--- src/rtl/assert_macros.svh ---
// Assertion helpers shared by the RTL files.
// Each macro has a checking form and an empty form for synthesis builds.
`ifndef ASSERT_MACROS_SVH
`define ASSERT_MACROS_SVH

`ifndef SYNTH

// Check that a property holds at every rising edge outside reset.
`define ASSERT_PROP(lbl, clk, rstn, prop) \
  lbl: assert property (@(posedge clk) disable iff (!(rstn)) (prop)) \
    else $error("assertion failed");

// Check that a condition never holds at a rising edge outside reset.
`define ASSERT_NEVER(lbl, clk, rstn, expr) \
  lbl: assert property (@(posedge clk) disable iff (!(rstn)) !(expr)) \
    else $error("forbidden condition seen");

`else

`define ASSERT_PROP(lbl, clk, rstn, prop)
`define ASSERT_NEVER(lbl, clk, rstn, expr)

`endif

`endif

--- src/rtl/mvid_pkg.sv ---
`default_nettype none

package mvid_pkg;

  // Table geometry
  localparam int TABLE_DEPTH = 1024;
  localparam int IDX_W       = $clog2(TABLE_DEPTH);
  localparam int CNT_W       = $clog2(TABLE_DEPTH + 1);

  // Attribute counts
  localparam int MAX_ATTRIBUTES = 1048576;
  localparam int ATTR_CNT_W     = $clog2(MAX_ATTRIBUTES + 1);

  // Field widths
  localparam int IN_IDX_W = 21;
  localparam int ZB_W     = 20;
  localparam int KEY_W    = 3 * ZB_W;

  // Command codes
  localparam logic [1:0] CMD_POS  = 2'd0;
  localparam logic [1:0] CMD_TEX  = 2'd1;
  localparam logic [1:0] CMD_NORM = 2'd2;
  localparam logic [1:0] CMD_FACE = 2'd3;

  // Locked face form codes
  localparam logic [2:0] FORM_NONE = 3'd0;
  localparam logic [2:0] FORM_V    = 3'd1;
  localparam logic [2:0] FORM_VT   = 3'd2;
  localparam logic [2:0] FORM_VN   = 3'd3;
  localparam logic [2:0] FORM_VTN  = 3'd4;

  // Status codes
  localparam logic [2:0] STATUS_OK       = 3'd0;
  localparam logic [2:0] STATUS_MISMATCH = 3'd1;
  localparam logic [2:0] STATUS_RANGE    = 3'd2;
  localparam logic [2:0] STATUS_FULL     = 3'd3;
  localparam logic [2:0] STATUS_OVERFLOW = 3'd4;

  typedef logic [KEY_W-1:0] mvid_key_t;

  // Search token handed from cell to cell
  typedef struct packed {
    logic             valid;
    logic             found;
    logic [IDX_W-1:0] idx;
  } mvid_tok_t;

endpackage

`default_nettype wire

--- src/rtl/mvid_cell.sv ---
`default_nettype none

module mvid_cell import mvid_pkg::*; (
  input  wire logic             clk_i,
  input  wire logic             rst_ni,
  input  wire logic [IDX_W-1:0] cell_idx_i,
  input  wire logic [CNT_W-1:0] seen_count_i,
  input  wire mvid_key_t        key_i,
  input  wire logic             wr_en_i,
  input  wire logic [IDX_W-1:0] wr_idx_i,
  input  wire mvid_tok_t        tok_i,
  output mvid_tok_t             tok_o
);

  mvid_key_t entry_q;
  logic      tok_valid_q;
  logic      tok_found_q;
  logic [IDX_W-1:0] tok_idx_q;

  logic live;
  logic match;

  // Only entries below the fill count hold a written triple
  assign live  = {1'b0, cell_idx_i} < seen_count_i;
  assign match = tok_i.valid && !tok_i.found && live && (entry_q == key_i);

  always_ff @(posedge clk_i) begin
    if (wr_en_i && (wr_idx_i == cell_idx_i)) begin
      entry_q <= key_i;
    end
  end

  always_ff @(posedge clk_i or negedge rst_ni) begin
    if (!rst_ni) begin
      tok_valid_q <= 1'b0;
    end else begin
      tok_valid_q <= tok_i.valid;
    end
  end

  // Keep the first hit; later cells pass it on
  always_ff @(posedge clk_i) begin
    tok_found_q <= tok_i.found || match;
    tok_idx_q   <= match ? cell_idx_i : tok_i.idx;
  end

  assign tok_o.valid = tok_valid_q;
  assign tok_o.found = tok_found_q;
  assign tok_o.idx   = tok_idx_q;

endmodule

`default_nettype wire

--- config.mk ---
export PLATFORM = sky130hd
export DESIGN_NAME = mvid_cell
export DESIGN_NICKNAME = d
export VERILOG_FILES = /design/src/rtl/assert_macros.svh /design/src/rtl/mvid_pkg.sv /design/src/rtl/mvid_cell.sv
export SDC_FILE = /design/constraint.sdc
export NUM_CORES = 1
export LEC_CHECK = 0
export BUFFER_PORTS_ARGS = -buffer_cell sky130_fd_sc_hd__buf_2
export CORE_UTILIZATION = 46
export CTS_BUF_LIST = sky130_fd_sc_hd__clkbuf_4
export CTS_CLUSTER_DIAMETER = 100
export DETAILED_ROUTE_END_ITERATION = 7
export HOLD_SLACK_MARGIN = 0.05
export PLACE_DENSITY_LB_ADDON = 0.25
export SETUP_SLACK_MARGIN = 0.4
export SLEW_MARGIN = 20
export SYNTH_ARGS = -nofsm -noshare
export SYNTH_HDL_FRONTEND = slang
export SYNTH_SLANG_ARGS = --single-unit
--- constraint.sdc ---
create_clock -name clk_i -period 2.6 [get_ports clk_i]
set_clock_uncertainty 0.1 [all_clocks]
set_input_delay 0.13 -clock clk_i [delete_from_list [all_inputs] [get_ports clk_i]]
set_output_delay 0.13 -clock clk_i [all_outputs]
set_load 0.01 [all_outputs]
==> reports/metrics.cfg <==
[placed_design]
dp_hpwl_um = 4920
pre_cts_ws_ns = 0.124
gp_congestion = 0.727
dp.cells = 439
port_buffers = 117

[synthesis]
syn_area_um2 = 3290
yosys_register_bits = 72
synth.avg_cell_area_um2 = 14.4
syn-num-nets = 343
yosysSeqAreaShare = 0.622
syn_inst = 228
synthDistinctLibCells = 34
yosysWarnings = 0

[pwr]
pwr_density_cell_nw_per_um2 = 457
p_leak_nw = 2.07
ir_drop_uv = 341

[run]
maxCapViolCount = 0

[floorplan]
ios = 118
core-area_um2 = 6870
start_util = 0.479
design.die.area_um2 = 7490
rows = 30
die_w_um = 86.6
die_h_um = 86.6

[global_route]
grt_pass1_wl_um = 12400
grt_max_degree = 61
antenna_found_initial = 0
grt_overflow = 0
grt_pass1_vias = 2732
grt_usage = 0.224

[drt]
wl_per_cell_um = 14.4
num_vias = 2562
drt-initial-drc-count = 100
ant_nets = 0
drc = 0
dr.pass1.iters = 4
viasPerCell = 4.74
drt-total-wl_um = 7770

[sta]
finalHoldViolCount = 0
drv_slew = 0
rsz0062_at_grt = true
fin_setup_tns_ns = 0
setup_violations = 0
max_freq_mhz = 408
period_needed_ns = 2.45
fin_crit_sh = 0.942
worst_slack_ns = 0.150
tightest_slew_ns = 0.382
max-slew-margin-rel = 0.743
hold_ws_ns = 0.270

[critical_path]
critPathRequiredTime_ns = 2.80
cp.arrival_ns = 2.65
ff2ff_setup_slack_ns = 0.15
cp-end-kind = flip-flop
path_max_fanout = 6
r2r-start = entry_q[9]$_DFFE_PP_
cpPeakStageDelay_ns = 0.55
r2r-end = tok_idx_q[6]$_DFF_P_
ff2ff_path_depth = 6
path_class = reg -> reg
cp-start-kind = flip-flop
path_cells = nor2b_1 -> a2111o_1 -> a2111oi_2 -> nand4_1 -> or4_4 -> mux2_4
slowest_stage = or4_4

[cells_and_area]
area_growth_pct = 52.9
multiInputGateArea_um2 = 1210
mostFrequentLayoutCell = buf_2
layout_common_cells = buf_2, dlygate4sd3_1, edfxtp_1, xnor2_1
regArea_um2 = 2050
diodes = 0
drive_gt1_frac = 0.342
nets = 554
nFillCells = 496
final-instance-count-excl-fill = 540

[clocking]
cts_buffers = 9
clk_path_buf_depth = 2
clk_pin_slew_ns = 0.12
htreeDepth = 3
clock-sinks = 72
postCtsSetupBuffers = 0
clockRootBuffer = clkbuf_4
cts_tree = done
clk_latency_ns = 0.41

[hold_path]
min_to = entry_q[5]$_DFFE_PP_
hold_depth = 4
worstHoldPathType = in -> reg
min_from = wr_en_i

[outcome]
status = finished, final reports clean

where the power goes:
group          internal (mW)  switching, mW  total (mW)  leakage (nW)
registers               1.26        0.00277        1.26         0.644
clock network          0.300          0.400       0.700        0.0719
logic                  0.212          0.128       0.340          1.36
total                   1.77          0.530        2.30          2.07
logic make-up (layout without fill, tap and decap cells):
logic type,count (synthesis),after routing,synth area share
AOI/OAI and AO/OA,16,16,0.0373
xor gates and xnor gates,58,58,0.154
adders and majority gates,9,9,0.0342
buffers and inverters,22,237,0.0297
DFF,72,72,0.622
muxes,10,10,0.0445
and+or+nand+nor,41,42,0.0776
critical path, delay by kind of cell (launching register included):
family / cells / cell delay (ns)
AND/OR/NAND/NOR: 3 / 0.90
multiplexers: 1 / 0.33
AO/OA/AOI/OAI: 2 / 0.62
flip-flops: 1 / 0.40
how the worst max path moves through the flow:
stage | to | start
2_1_floorplan | entry_q[0]$_DFFE_PP_ | cell_idx_i[4]
3_3_place_gp | tok_idx_q[1]$_DFF_P_ | entry_q[29]$_DFFE_PP_
3_5_place_dp | tok_idx_q[6]$_DFF_P_ | entry_q[8]$_DFFE_PP_
4_1_cts | tok_idx_q[5]$_DFF_P_ | entry_q[8]$_DFFE_PP_
5_1_grt | tok_idx_q[6]$_DFF_P_ | entry_q[9]$_DFFE_PP_
6_report | tok_idx_q[6]$_DFF_P_ | entry_q[9]$_DFFE_PP_
stage by stage:
| stage | area [um2] | utilization | total power, mW |
|---|---|---|---|
| 5_1_grt | 5030 | 0.732 | 2.41 |
| 3_5_place_dp | 4020 | 0.586 | 1.52 |
| 4_1_cts | 5010 | 0.729 | 2.32 |
| 2_1_floorplan | 3330 | - | 1.39 |
| 3_3_place_gp | 4020 | 0.586 | 1.52 |
| 6_report | 5030 | 0.732 | 2.30 |
area by class of cell:
type	instances	area share
clock buffers	10	0.0149
clock inverters	6	0.0117
inverters	19	0.0142
multi-input cells	135	0.241
flip-flops and latches	72	0.407
well taps	96	0.0239
repair buffers	202	0.288
what timing repair did:
action                                  4_1_cts  5_1_grt
endpoints found under the setup margin       11       11
gates cloned                                  1        0
hold endpoints to repair                     73        0
hold buffers                                 84        0
resized for setup                             1        5
pin swaps                                     1        0
registers in the layout, indices dropped and copies added, names as in the netlist:
register     cells
tok_valid_q      1
tok_found_q      1
entry_q         60
tok_idx_q       10
cells in the mapped netlist:
cell type	count	area, um2
nor3_1	2	10.0
a2111o_1	1	11.3
a2111oi_2	1	15.0
mux2_4	9	135
and2b_1	1	7.51
nor4b_1	1	8.76
nor4_1	6	37.5
o21ai_0	1	5.00
a211o_1	1	8.76
a221oi_1	1	8.76
dfrtp_1	1	25.0
ha_1	9	113
buf_6	1	11.3
nor2_1	1	3.75
inv_1	19	71.3
o22ai_1	4	25.0
nand2b_1	3	18.8
nand4b_1	1	8.76
a2111oi_0	1	8.76
nand3_1	2	10.0
dfxtp_1	11	220
buf_4	2	15.0
o2111ai_1	1	8.76
edfxtp_1	60	1800
nor2b_1	9	56.3
nand4_1	12	75.1
nand2_1	2	7.51
xnor2_1	39	342
xor2_1	19	166
or4_4	1	11.3
a21oi_1	3	15.0
a211oi_1	1	7.51
o2bb2ai_1	1	8.76
mux2_2	1	11.3
per-layer routing:
metal	track usage	vias to the layer above	wire [um]
li1	-	1257	-
met1	0.261	1197	3290
met2	0.403	106	3970
met3	0.0552	2	489
met4	0.0742	0	29
met5	0	-	0
No activity file was read; power rests on OpenSTA's default activity.
